==> src/rtl/gdc_pkg.sv <==
package gdc_pkg;

	localparam logic [1:0] CMD_FWD  = 2'd0;
	localparam logic [1:0] CMD_BACK = 2'd1;
	localparam logic [1:0] CMD_LOAD = 2'd2;

	localparam logic [26:0] PACK_LIMIT = 27'd100000000;
	// floor(v / 10000) = (v * RECIP_1E4) >> 41, exact for any 27-bit v
	localparam logic [27:0] RECIP_1E4  = 28'd219902326;
	localparam int          SHIFT_1E4  = 41;
	// floor(v / 100) = (v * RECIP_100) >> 21, exact for any 14-bit v
	localparam logic [14:0] RECIP_100  = 15'd20972;
	localparam int          SHIFT_100  = 21;

	localparam logic [6:0] RST_CENT = 7'd19;
	localparam logic [6:0] RST_YOC  = 7'd70;
	localparam logic [3:0] RST_MON  = 4'd1;
	localparam logic [4:0] RST_DAY  = 5'd1;
	localparam logic [26:0] RST_PACK = 27'd19700101;

	// load operands after decode, year split into century and year of century
	typedef struct packed {
		logic [1:0] cmd;
		logic       load_ok;
		logic [6:0] cent;
		logic [6:0] yoc;
		logic [3:0] month;
		logic [4:0] day;
	} dec_t;

	typedef struct packed {
		logic [6:0] cent;
		logic [6:0] yoc;
		logic [3:0] month;
		logic [4:0] day;
		logic       leap;
		logic       load_ok;
	} date_t;

	function automatic logic is_leap(input logic [6:0] cent, input logic [6:0] yoc);
		logic lp;
		if (yoc == 7'd0) begin
			lp = (cent[1:0] == 2'd0);
		end else begin
			lp = (yoc[1:0] == 2'd0);
		end
		return lp;
	endfunction

	function automatic logic [4:0] month_len(input logic [3:0] m, input logic leap);
		logic [4:0] len;
		case (m) inside
			4'd4, 4'd6, 4'd9, 4'd11: len = 5'd30;
			4'd2:                    len = leap ? 5'd29 : 5'd28;
			default:                 len = 5'd31;
		endcase
		return len;
	endfunction

endpackage

==> src/rtl/gdc_req_if.sv <==
interface gdc_req_if;
	logic        valid;
	logic        ready;
	logic [1:0]  cmd;
	logic [26:0] load_value;

	modport source (output valid, output cmd, output load_value, input ready);
	modport sink (input valid, input cmd, input load_value, output ready);
endinterface

==> src/rtl/gdc_rsp_if.sv <==
interface gdc_rsp_if;
	logic        valid;
	logic        ready;
	logic [13:0] year_out;
	logic [3:0]  month_out;
	logic [4:0]  day_out;
	logic [26:0] packed_now;
	logic [26:0] packed_before;
	logic        leap_flag;
	logic        load_ok;

	modport source (output valid, output year_out, output month_out, output day_out,
		output packed_now, output packed_before, output leap_flag, output load_ok,
		input ready);
	modport sink (input valid, input year_out, input month_out, input day_out,
		input packed_now, input packed_before, input leap_flag, input load_ok,
		output ready);
endinterface

==> src/rtl/gdc_load_dec.sv <==
module gdc_load_dec (
	input  logic          clk,
	input  logic          arst_n,
	gdc_req_if.sink       req,
	output logic          dec_valid,
	input  logic          dec_ready,
	output gdc_pkg::dec_t dec
);

	logic v_s1, v_s2, v_s3, v_s4, v_s5;
	logic rdy1, rdy2, rdy3, rdy4, rdy5;

	logic [1:0]  cmd_s1, cmd_s2, cmd_s3, cmd_s4;
	logic [26:0] val_s1, val_s2;
	logic        big_ok_s2, big_ok_s3, big_ok_s4;
	logic [13:0] q_s2, q_s3;
	logic [13:0] r_s3, r_s4;
	logic [7:0]  yc_s3, yc_s4;
	logic [6:0]  m_s4, yl_s4;
	gdc_pkg::dec_t dec_s5;

	logic [54:0] prod_q;
	logic [26:0] rem_full;
	logic [28:0] prod_yc;
	logic [27:0] prod_m;
	logic [13:0] yl_full;
	logic [13:0] d_full;
	logic [6:0]  d7;
	logic        leap_ld;
	logic [4:0]  mlen_ld;
	logic        mon_ok, day_ok;

	assign rdy5 = !v_s5 || dec_ready;
	assign rdy4 = !v_s4 || rdy5;
	assign rdy3 = !v_s3 || rdy4;
	assign rdy2 = !v_s2 || rdy3;
	assign rdy1 = !v_s1 || rdy2;
	assign req.ready = rdy1;
	assign dec_valid = v_s5;
	assign dec = dec_s5;

	always_ff @(posedge clk or negedge arst_n) begin
		if (!arst_n) begin
			v_s1 <= 1'b0;
			v_s2 <= 1'b0;
			v_s3 <= 1'b0;
			v_s4 <= 1'b0;
			v_s5 <= 1'b0;
		end else begin
			if (rdy1) v_s1 <= req.valid;
			if (rdy2) v_s2 <= v_s1;
			if (rdy3) v_s3 <= v_s2;
			if (rdy4) v_s4 <= v_s3;
			if (rdy5) v_s5 <= v_s4;
		end
	end

	// quotient by 10000 gives the year
	assign prod_q = 55'(val_s1) * 55'(gdc_pkg::RECIP_1E4);

	// remainder gives mmdd, year split into century and year of century
	assign rem_full = val_s2 - 27'(q_s2) * 27'd10000;
	assign prod_yc  = 29'(q_s2) * 29'(gdc_pkg::RECIP_100);

	assign prod_m  = 28'(r_s3) * 28'(gdc_pkg::RECIP_100);
	assign yl_full = q_s3 - 14'(yc_s3) * 14'd100;

	assign d_full  = r_s4 - 14'(m_s4) * 14'd100;
	assign d7      = d_full[6:0];
	assign leap_ld = gdc_pkg::is_leap(yc_s4[6:0], yl_s4);
	assign mlen_ld = gdc_pkg::month_len(m_s4[3:0], leap_ld);
	assign mon_ok  = (m_s4 >= 7'd1) && (m_s4 <= 7'd12);
	assign day_ok  = (d7 != 7'd0) && (d7 <= 7'(mlen_ld));

	always_ff @(posedge clk) begin
		if (rdy1 && req.valid) begin
			cmd_s1 <= req.cmd;
			val_s1 <= req.load_value;
		end
		if (rdy2 && v_s1) begin
			cmd_s2    <= cmd_s1;
			val_s2    <= val_s1;
			big_ok_s2 <= (val_s1 < gdc_pkg::PACK_LIMIT);
			q_s2      <= prod_q[gdc_pkg::SHIFT_1E4 +: 14];
		end
		if (rdy3 && v_s2) begin
			cmd_s3    <= cmd_s2;
			big_ok_s3 <= big_ok_s2;
			q_s3      <= q_s2;
			r_s3      <= rem_full[13:0];
			yc_s3     <= prod_yc[gdc_pkg::SHIFT_100 +: 8];
		end
		if (rdy4 && v_s3) begin
			cmd_s4    <= cmd_s3;
			big_ok_s4 <= big_ok_s3;
			r_s4      <= r_s3;
			yc_s4     <= yc_s3;
			m_s4      <= prod_m[gdc_pkg::SHIFT_100 +: 7];
			yl_s4     <= yl_full[6:0];
		end
		if (rdy5 && v_s4) begin
			dec_s5.cmd     <= cmd_s4;
			dec_s5.load_ok <= (cmd_s4 == gdc_pkg::CMD_LOAD) && big_ok_s4 && mon_ok && day_ok;
			dec_s5.cent    <= yc_s4[6:0];
			dec_s5.yoc     <= yl_s4;
			dec_s5.month   <= m_s4[3:0];
			dec_s5.day     <= d7[4:0];
		end
	end

endmodule

==> src/rtl/gdc_step.sv <==
module gdc_step (
	input  logic           clk,
	input  logic           arst_n,
	input  logic           dec_valid,
	output logic           dec_ready,
	input  gdc_pkg::dec_t  dec,
	output logic           date_valid,
	input  logic           date_ready,
	output gdc_pkg::date_t date
);

	logic [6:0] cent_q, yoc_q;
	logic [3:0] mon_q;
	logic [4:0] day_q;
	logic       v_s6;
	gdc_pkg::date_t date_s6;

	logic       fire;
	logic       leap_cur;
	logic [4:0] mlen_cur;
	logic [4:0] mlen_prev;
	logic [3:0] mon_prev;
	logic [6:0] cent_inc, yoc_inc, cent_dec, yoc_dec;
	logic [6:0] cent_d, yoc_d;
	logic [3:0] mon_d;
	logic [4:0] day_d;

	assign dec_ready  = !v_s6 || date_ready;
	assign fire       = dec_valid && dec_ready;
	assign date_valid = v_s6;
	assign date       = date_s6;

	assign leap_cur  = gdc_pkg::is_leap(cent_q, yoc_q);
	assign mlen_cur  = gdc_pkg::month_len(mon_q, leap_cur);
	assign mon_prev  = mon_q - 4'd1;
	assign mlen_prev = gdc_pkg::month_len(mon_prev, leap_cur);

	always_comb begin
		if (yoc_q == 7'd99) begin
			yoc_inc  = 7'd0;
			cent_inc = (cent_q == 7'd99) ? 7'd0 : cent_q + 7'd1;
		end else begin
			yoc_inc  = yoc_q + 7'd1;
			cent_inc = cent_q;
		end
		if (yoc_q == 7'd0) begin
			yoc_dec  = 7'd99;
			cent_dec = (cent_q == 7'd0) ? 7'd99 : cent_q - 7'd1;
		end else begin
			yoc_dec  = yoc_q - 7'd1;
			cent_dec = cent_q;
		end
	end

	always_comb begin
		cent_d = cent_q;
		yoc_d  = yoc_q;
		mon_d  = mon_q;
		day_d  = day_q;
		case (dec.cmd)
			gdc_pkg::CMD_FWD: begin
				if (day_q < mlen_cur) begin
					day_d = day_q + 5'd1;
				end else begin
					day_d = 5'd1;
					if (mon_q < 4'd12) begin
						mon_d = mon_q + 4'd1;
					end else begin
						mon_d  = 4'd1;
						cent_d = cent_inc;
						yoc_d  = yoc_inc;
					end
				end
			end
			gdc_pkg::CMD_BACK: begin
				if (day_q > 5'd1) begin
					day_d = day_q - 5'd1;
				end else if (mon_q > 4'd1) begin
					mon_d = mon_prev;
					day_d = mlen_prev;
				end else begin
					mon_d  = 4'd12;
					day_d  = 5'd31;
					cent_d = cent_dec;
					yoc_d  = yoc_dec;
				end
			end
			gdc_pkg::CMD_LOAD: begin
				if (dec.load_ok) begin
					cent_d = dec.cent;
					yoc_d  = dec.yoc;
					mon_d  = dec.month;
					day_d  = dec.day;
				end
			end
			default: begin
			end
		endcase
	end

	always_ff @(posedge clk or negedge arst_n) begin
		if (!arst_n) begin
			cent_q <= gdc_pkg::RST_CENT;
			yoc_q  <= gdc_pkg::RST_YOC;
			mon_q  <= gdc_pkg::RST_MON;
			day_q  <= gdc_pkg::RST_DAY;
			v_s6   <= 1'b0;
		end else begin
			if (dec_ready) v_s6 <= dec_valid;
			if (fire) begin
				cent_q <= cent_d;
				yoc_q  <= yoc_d;
				mon_q  <= mon_d;
				day_q  <= day_d;
			end
		end
	end

	always_ff @(posedge clk) begin
		if (fire) begin
			date_s6.cent    <= cent_d;
			date_s6.yoc     <= yoc_d;
			date_s6.month   <= mon_d;
			date_s6.day     <= day_d;
			date_s6.leap    <= gdc_pkg::is_leap(cent_d, yoc_d);
			date_s6.load_ok <= dec.load_ok;
		end
	end

	a_date_range: assert property (@(posedge clk) disable iff (!arst_n)
		(mon_q >= 4'd1) && (mon_q <= 4'd12) && (day_q >= 5'd1) && (day_q <= mlen_cur))
		else $error("date register out of range");

	a_year_range: assert property (@(posedge clk) disable iff (!arst_n)
		(cent_q <= 7'd99) && (yoc_q <= 7'd99))
		else $error("year register out of range");

	a_fwd_inc: assert property (@(posedge clk) disable iff (!arst_n)
		fire && (dec.cmd == gdc_pkg::CMD_FWD) && (day_q < mlen_cur)
		|=> (day_q == $past(day_q) + 5'd1) && $stable(mon_q) && $stable(yoc_q))
		else $error("forward step within month broken");

	a_bad_load: assert property (@(posedge clk) disable iff (!arst_n)
		fire && (dec.cmd == gdc_pkg::CMD_LOAD) && !dec.load_ok
		|=> $stable(cent_q) && $stable(yoc_q) && $stable(mon_q) && $stable(day_q))
		else $error("rejected load changed the date");

endmodule

==> src/rtl/gdc_pack.sv <==
module gdc_pack (
	input  logic           clk,
	input  logic           arst_n,
	input  logic           date_valid,
	output logic           date_ready,
	input  gdc_pkg::date_t date,
	gdc_rsp_if.source      rsp
);

	logic        v_s7;
	logic [26:0] last_pack_q;
	logic [13:0] year_s7;
	logic [3:0]  month_s7;
	logic [4:0]  day_s7;
	logic [26:0] now_s7, before_s7;
	logic        leap_s7, ok_s7;

	logic        fire;
	logic [13:0] year_c;
	logic [26:0] pack_c;

	assign date_ready = !v_s7 || rsp.ready;
	assign fire       = date_valid && date_ready;

	assign year_c = 14'(date.cent) * 14'd100 + 14'(date.yoc);
	assign pack_c = 27'(date.cent) * 27'd1000000 + 27'(date.yoc) * 27'd10000
		+ 27'(date.month) * 27'd100 + 27'(date.day);

	always_ff @(posedge clk or negedge arst_n) begin
		if (!arst_n) begin
			v_s7        <= 1'b0;
			last_pack_q <= gdc_pkg::RST_PACK;
		end else begin
			if (date_ready) v_s7 <= date_valid;
			if (fire) last_pack_q <= pack_c;
		end
	end

	always_ff @(posedge clk) begin
		if (fire) begin
			year_s7   <= year_c;
			month_s7  <= date.month;
			day_s7    <= date.day;
			now_s7    <= pack_c;
			before_s7 <= last_pack_q;
			leap_s7   <= date.leap;
			ok_s7     <= date.load_ok;
		end
	end

	assign rsp.valid         = v_s7;
	assign rsp.year_out      = year_s7;
	assign rsp.month_out     = month_s7;
	assign rsp.day_out       = day_s7;
	assign rsp.packed_now    = now_s7;
	assign rsp.packed_before = before_s7;
	assign rsp.leap_flag     = leap_s7;
	assign rsp.load_ok       = ok_s7;

	a_chain: assert property (@(posedge clk) disable iff (!arst_n)
		fire |=> (before_s7 == $past(last_pack_q)) && (last_pack_q == now_s7))
		else $error("packed_before does not follow the previous date");

	a_pack_max: assert property (@(posedge clk) disable iff (!arst_n)
		v_s7 |-> (now_s7 <= 27'd99991231) && (year_s7 <= 14'd9999))
		else $error("packed date out of range");

endmodule

==> src/rtl/gregorian_date_up_down_counter_core.sv <==
// channel  dir  fields                                             transaction
// req      in   cmd, load_value                                    valid && ready
// rsp      out  year_out, month_out, day_out, packed_now,          valid && ready
//               packed_before, leap_flag, load_ok
//
// one transaction per cycle sustained while rsp is ready
// load decode runs in five pipeline stages ahead of the date registers,
// one stage updates the date, one packs the result into the output register
// reset sets the date to 1970-01-01, no clearing pass
// a stalled rsp back-pressures stage by stage, empty stages keep accepting
module gregorian_date_up_down_counter_core (
	input logic       clk,
	input logic       arst_n,
	gdc_req_if.sink   req,
	gdc_rsp_if.source rsp
);

	logic           dec_valid, dec_ready;
	gdc_pkg::dec_t  dec;
	logic           date_valid, date_ready;
	gdc_pkg::date_t date;

	gdc_load_dec u_dec (
		.clk       (clk),
		.arst_n    (arst_n),
		.req       (req),
		.dec_valid (dec_valid),
		.dec_ready (dec_ready),
		.dec       (dec)
	);

	gdc_step u_step (
		.clk        (clk),
		.arst_n     (arst_n),
		.dec_valid  (dec_valid),
		.dec_ready  (dec_ready),
		.dec        (dec),
		.date_valid (date_valid),
		.date_ready (date_ready),
		.date       (date)
	);

	gdc_pack u_pack (
		.clk        (clk),
		.arst_n     (arst_n),
		.date_valid (date_valid),
		.date_ready (date_ready),
		.date       (date),
		.rsp        (rsp)
	);

endmodule

==> src/flat_wrapper.sv <==
// flat-port wrapper written by rule: the top's interface ports become plain ports
module gregorian_date_up_down_counter_core_flat 
  (clk, arst_n, req_valid, req_cmd, req_load_value, req_ready, rsp_valid, rsp_year_out, rsp_month_out, rsp_day_out, rsp_packed_now, rsp_packed_before, rsp_leap_flag, rsp_load_ok, rsp_ready);
  gdc_req_if req_i ();
  gdc_rsp_if rsp_i ();
  input logic clk;
  input logic arst_n;
  input wire logic [$bits(req_i.valid)-1:0] req_valid;
  input wire logic [$bits(req_i.cmd)-1:0] req_cmd;
  input wire logic [$bits(req_i.load_value)-1:0] req_load_value;
  output wire logic [$bits(req_i.ready)-1:0] req_ready;
  output wire logic [$bits(rsp_i.valid)-1:0] rsp_valid;
  output wire logic [$bits(rsp_i.year_out)-1:0] rsp_year_out;
  output wire logic [$bits(rsp_i.month_out)-1:0] rsp_month_out;
  output wire logic [$bits(rsp_i.day_out)-1:0] rsp_day_out;
  output wire logic [$bits(rsp_i.packed_now)-1:0] rsp_packed_now;
  output wire logic [$bits(rsp_i.packed_before)-1:0] rsp_packed_before;
  output wire logic [$bits(rsp_i.leap_flag)-1:0] rsp_leap_flag;
  output wire logic [$bits(rsp_i.load_ok)-1:0] rsp_load_ok;
  input wire logic [$bits(rsp_i.ready)-1:0] rsp_ready;
  assign req_i.valid = req_valid;
  assign req_i.cmd = req_cmd;
  assign req_i.load_value = req_load_value;
  assign req_ready = req_i.ready;
  assign rsp_valid = rsp_i.valid;
  assign rsp_year_out = rsp_i.year_out;
  assign rsp_month_out = rsp_i.month_out;
  assign rsp_day_out = rsp_i.day_out;
  assign rsp_packed_now = rsp_i.packed_now;
  assign rsp_packed_before = rsp_i.packed_before;
  assign rsp_leap_flag = rsp_i.leap_flag;
  assign rsp_load_ok = rsp_i.load_ok;
  assign rsp_i.ready = rsp_ready;
  gregorian_date_up_down_counter_core u_core (.clk(clk), .arst_n(arst_n), .req(req_i), .rsp(rsp_i));
endmodule
==> config.mk <==
export PLATFORM = sky130hd
export DESIGN_NAME = gregorian_date_up_down_counter_core_flat
export DESIGN_NICKNAME = d
export VERILOG_FILES = /design/src/rtl/gdc_pkg.sv /design/src/rtl/gdc_req_if.sv /design/src/rtl/gdc_rsp_if.sv /design/src/rtl/gdc_load_dec.sv /design/src/rtl/gdc_step.sv /design/src/rtl/gdc_pack.sv /design/src/rtl/gregorian_date_up_down_counter_core.sv /design/src/flat_wrapper.sv
export SDC_FILE = /design/constraint.sdc
export NUM_CORES = 2
export LEC_CHECK = 0
export ABC_AREA = 1
export ABC_CLOCK_PERIOD_IN_PS = 18700
export BUFFER_PORTS_ARGS = -buffer_cell sky130_fd_sc_hd__buf_2
export CORE_AREA = 2 2 337 339
export CTS_BUF_LIST = sky130_fd_sc_hd__clkbuf_8
export CTS_CLUSTER_DIAMETER = 100
export DETAILED_ROUTE_END_ITERATION = 7
export DIE_AREA = 0 0 339 341
export PLACE_DENSITY = 0.59
export SETUP_SLACK_MARGIN = 0.2
export SKIP_CTS_REPAIR_TIMING = 1
export SLEW_MARGIN = 0
export SYNTH_ARGS = -nofsm -noshare
export SYNTH_HDL_FRONTEND = slang
export SYNTH_SLANG_ARGS = --single-unit
==> constraint.sdc <==
create_clock -name clk -period 18.7 [get_ports clk]
set_input_delay 0.935 -clock clk [delete_from_list [all_inputs] [get_ports clk]]
set_output_delay 0.935 -clock clk [all_outputs]
set_load 0.02 [all_outputs]
* After elaboration in Yosys (flattened, before gate mapping)
Cells that the tools add are included.
W data, S select, Z words.
** Storage, ports and cells
- Bits in registers :: 310
- Input port bits :: 33
- Output and inout bits :: 81
- Word-level logic and storage cells :: 182
** Operators by class
- $add $sub $neg :: 15
- $mul :: 10
- Magnitude comparators :: 8
- Equal/unequal tests :: 20
- Multiplexer cells :: 40
- Reduce and logical (&&, ||, !) cells :: 41
** Operators by type and width (number)
- $mux W7 :: 16
- $mul A27 B27 Y54 const B :: 1
- $pmux W7 S3 :: 2
- $logic_not A7 Y1 :: 4
- $add A27 B11 Y27 :: 1
- $add A27 B21 Y27 :: 1
- $add A27 B5 Y27 :: 1
- $lt A27 B27 Y1 const B :: 1
- $mul A14 B13 Y27 const B :: 1
- $mul A14 B13 Y26 const B :: 1
- $mux W5 :: 5
- $eq A4 B3 Y1 const B :: 6
- $eq A4 B4 Y1 const B :: 6
- $mul A7 B14 Y21 const B :: 1
- $mux W4 :: 5
- $mul A7 B10 Y17 const B :: 1
- $pmux W5 S3 :: 1
- $add A14 B7 Y14 :: 1
- $add A7 B1 Y7 const B :: 2
- $eq A7 B7 Y1 const B :: 2
- $logic_not A2 Y1 :: 7
- $mul A14 B10 Y10 const B :: 1
- $sub A14 B14 Y14 :: 1
- $sub A7 B1 Y7 const B :: 2
- other kinds (27) :: 64

* Logic depth before layout (Yosys ltp)
- Depth in word-level cells :: 10
- Depth in mapped cells :: 28
- Mapped depth without buffers :: 28

* By module
A second synthesis with hierarchy kept.
** Unflattened totals
- Cells, all modules :: 4440
- Area, all modules :: 40361.2 µm²
** Modules (own cells, without submodules)
- gdc_load_dec :: times used 1, cells an instance 2951, area each 27716.6 µm², sequential area each 4569.4 µm²
- gdc_pack :: times used 1, cells an instance 915, area each 8533.2 µm², sequential area each 3026.7 µm²
- gdc_step :: times used 1, cells an instance 574, area each 4111.4 µm², sequential area each 1361.3 µm²

* Worst setup path before layout
OpenSTA, ideal clock, no wires.
- Kind :: register -> register
- Start :: reg u_core.u_dec.val_s1[11]
- End :: reg u_core.u_dec.q_s2[7], data pin
- Library setup time :: 0.259 ns
- Data arrival time :: 5.635 ns
- Data required time :: 18.441 ns
- Path slack :: 12.806 ns
- Cell stages (with the launch flop) :: 23
- Clock period less this slack :: 5.894 ns
- Cell sequence :: edfxtp_1 inv_1 ha_1 fa_1 fa_1 inv_1 fa_1 inv_1 fa_1 fa_1 inv_1 fa_1 inv_1 ha_1 nand2_1 nor2_1 inv_1 nor2_1 inv_1 or4_1 nor2_1 nor2_1 xnor2_1
** Between the ends
- Word-level cells in the longest chain between the ends :: 1
** RTL lines
- start: declaration :: RTL line gdc_load_dec.sv:14 : logic [26:0] val_s1, val_s2;
- start signal: assignment :: RTL line gdc_load_dec.sv:78 : val_s1 <= req.load_value;
- $mul A27 B27 Y54 :: RTL line gdc_load_dec.sv:59 : assign prod_q = 55'(val_s1) * 55'(gdc_pkg::RECIP_1E4);
- named net u_core.u_dec.prod_q[48] :: RTL line gdc_load_dec.sv:22 : logic [54:0] prod_q;
- end signal: assignment :: RTL line gdc_load_dec.sv:84 : q_s2 <= prod_q[gdc_pkg::SHIFT_1E4 +: 14];
- end: declaration :: RTL line gdc_load_dec.sv:16 : logic [13:0] q_s2, q_s3;
The timed path passes the listed nets, and every way through them passes these cells.
A chain may end at the register's enable or synchronous reset.

* Worst setup path after layout
- Start :: reg u_core.u_dec.val_s1[11]
- End :: reg u_core.u_dec.q_s2[11], data pin
Same word-level chain as after synthesis.

==> metrics.txt <==
status finished clean; worst hold path type input port to asynchronous set/reset pin; top area cells in the synthesized netlist fa_1, ha_1, edfxtp_1; port buffer count ~110; critical path arrival 6.95 ns; Pre-antenna DRT Iters 5; placer congestion estimate 0.951; Finished Cell Area 42,500 sq um; reg2reg end u_core.u_dec.q_s2[11]$_DFFE_PP_; Area growth, synth to finish 8.88%; count of cell types in the netlist 61; number of enable flip-flop cells after synthesis 250; Post-DP Area 41,400 sq um; Worst-Margin Slew between 1 and 1.5 ns; Tcrit/Tclk final approximately 35%; Worst R2R Setup Slack 12.24 ns; max cap viols 0; CTS tree built; clk slew on worst S/H paths 0.07 ns; R2R cell count 23; largest net degree at the start of global routing 80; clk buf depth 3; Clk Latency, worst-skew pair 0.74 ns; Site Rows 123; top_reg_cell synth edfxtp_1; TritonCTS buffer count between 50 and 60; worst path required time 19.18 ns; Root Buffer Master clkbuf_8; initial antenna violation count 2; detailed placement HPWL 84,600 microns; drt wl/cell 17.1 microns; FF-to-FF Start u_core.u_dec.val_s1[11]$_DFFE_PP_; clock period minus worst slack ~6.5 ns; first-pass GRT wire length 160,000 microns; crit-path max FO 10; most instantiated library cell after synthesis inv_1; final setup violation count 0; top-area cell type share of the netlist area 24.7%; Core Box Area 112,000 sq um; RSZ-0062 raised after global routing no; Avg Inst Size Synth 9.51 sq um; Synth Cell Area 39,000 sq um; Synthesis Warnings 0; final net count 5,425; share of cells above drive strength 1 6.13%; post-synth net total 5,283; vias after detailed routing between 20,000 and 30,000; Yosys top cell by area fa_1; crit path kind flop to flop; #FFs+latches synth 307; 1st-iter DRT viols 1,518; Die W approximately 340 microns; Fin. Hold Viols 0; CP Launch Type flop; Post-Route WL 99,300 microns; DRC Markers 0; Layout Skew approximately 0.028 ns; sequential fraction of the synthesis area a little under a quarter; Total GRT Usage 17.7%; die area 116,000 sq um; GRT overflow 0; Post-synth top cells inv_1, ha_1, nand2_1, fa_1, edfxtp_1; Antenna Nets Post-Route 0; post-DR vias/cell roughly 4.7; Die H 341 microns; Final TNS setup 0 ns; total clock sinks roughly 310; Max Clk Rate 0.155 GHz; slew margin rel. 28.3%; Final Max Slew Viols 0; Starting Density 34.9%; I/O Pins 114; Crit. End Element flop; Cells after Synth around 4,100; asr flop ratio synth 18.6%; H-tree Lvls 2; number of global-route vias before repair approximately 29,000
==> cell families (layout without fill, tap and decap cells) <==
kind of cell | after synthesis | after routing | share of synthesized area, %
adder cells (fa/ha/maj) | 1146 | 1146 | 46.0
buffers and inverters | 1126 | 1313 | 11.0
AND/OR/NAND/NOR | 896 | 896 | 9.89
AO/OA/AOI/OAI | 483 | 483 | 6.92
flip-flops | 307 | 307 | 22.9
XOR/XNOR | 146 | 146 | 3.30
other | 0 | 2 | 0
==> cell usage in the layout, fill, tap and decap left out, types with 7 or more instances in the layout <==
cell type  count
o21bai_1      14
dfstp_2       19
dfrtp_1       38
nand4_1       36
nor4_1         8
nand3b_1       8
a21o_1        17
xnor2_1       50
o211ai_1      19
o21ai_0      165
clkinv_2      10
ha_1         665
clkinv_1      17
nand3_1      112
edfxtp_1     250
nor3_1        23
inv_1       1091
a21boi_0       7
a21oi_1      199
nand2_2        8
fa_1         481
inv_2          7
nand2_1      500
xor2_1        95
clkbuf_8      57
buf_2        113
a31oi_1       17
nor2_1       162
o21a_1         7
==> metal layers <==
layer	share of wire, %	wire [microns]	vias to the layer above	global-route usage, %
li1	-	-	13300	-
met5	0	0	-	0
met1	43	42800	13300	22.2
met2	49	48200	565	30.9
met4	3.9	3900	0	6.46
met3	4.4	4400	146	2.66
==> area by class of cell <==
class,count,area [sq um]
Fill cell,11300,69400
Multi-Input combinational cell,2671,25800
Sequential cell,307,8960
Inverter,1091,4100
Tap cell,1500,1880
Clock buffer,57,785
Timing Repair Buffer,119,611
Clock inverter,46,353
Antenna cell,2,5.00
==> through the flow <==
| stage | hold slack [ns] | util (%) | setup WS (ns) | std cells |
|---|---|---|---|---|
| final | 0.338 | 38.0 | 12.24 | 5793 |
| after global routing | 0.332 | 38.0 | 11.80 | 5793 |
| after CTS | 0.305 | 38.0 | 12.28 | 5791 |
| after detailed placement | 0.405 | 37.0 | 12.28 | 5688 |
| after global placement | 0.402 | 37.0 | 12.35 | 5688 |
| after floorplan | 0.400 | - | 12.81 | 4104 |
==> worst max-delay path, stage by stage (launching register included) <==
cell	delay, ns
edfxtp_1	0.65
inv_1	0.13
ha_1	0.48
fa_1	0.55
fa_1	0.52
inv_1	0.05
fa_1	0.48
inv_1	0.06
fa_1	0.51
fa_1	0.56
inv_1	0.06
fa_1	0.53
inv_1	0.04
ha_1	0.31
a21oi_1	0.13
inv_1	0.06
a31oi_1	0.18
o21ai_0	0.16
inv_1	0.08
nor2_1	0.04
o21ai_0	0.38
nand3_1	0.14
nand2_1	0.08
nand2_1	0.04
==> worst max path at each step <==
stage                                                 start                              end  slack [ns]  cells past startpoint
after floorplan           u_core.u_dec.val_s1[11]$_DFFE_PP_   u_core.u_dec.q_s2[7]$_DFFE_PP_       12.81                     22
after CTS                 u_core.u_dec.val_s1[11]$_DFFE_PP_  u_core.u_dec.q_s2[11]$_DFFE_PP_       12.28                     23
after global routing      u_core.u_dec.val_s1[11]$_DFFE_PP_  u_core.u_dec.q_s2[11]$_DFFE_PP_       11.80                     23
final                     u_core.u_dec.val_s1[11]$_DFFE_PP_  u_core.u_dec.q_s2[11]$_DFFE_PP_       12.24                     23
after detailed placement  u_core.u_dec.val_s1[11]$_DFFE_PP_  u_core.u_dec.q_s2[11]$_DFFE_PP_       12.28                     23
after global placement    u_core.u_dec.val_s1[11]$_DFFE_PP_  u_core.u_dec.q_s2[11]$_DFFE_PP_       12.35                     23
==> flip-flops by register name (all words and copies together), names as in the netlist, 25 cells and up <==
register,count
u_core.u_dec.dec,26
u_core.u_dec.val_s1,27
u_core.u_pack.last_pack_q,27
u_core.u_pack.rsp.packed_before,27
u_core.u_pack.rsp.packed_now,25
u_core.u_step.date,25
Power is not shown: default switching activity piles up to over one toggle a cycle in this logic, so the estimate is an artifact.
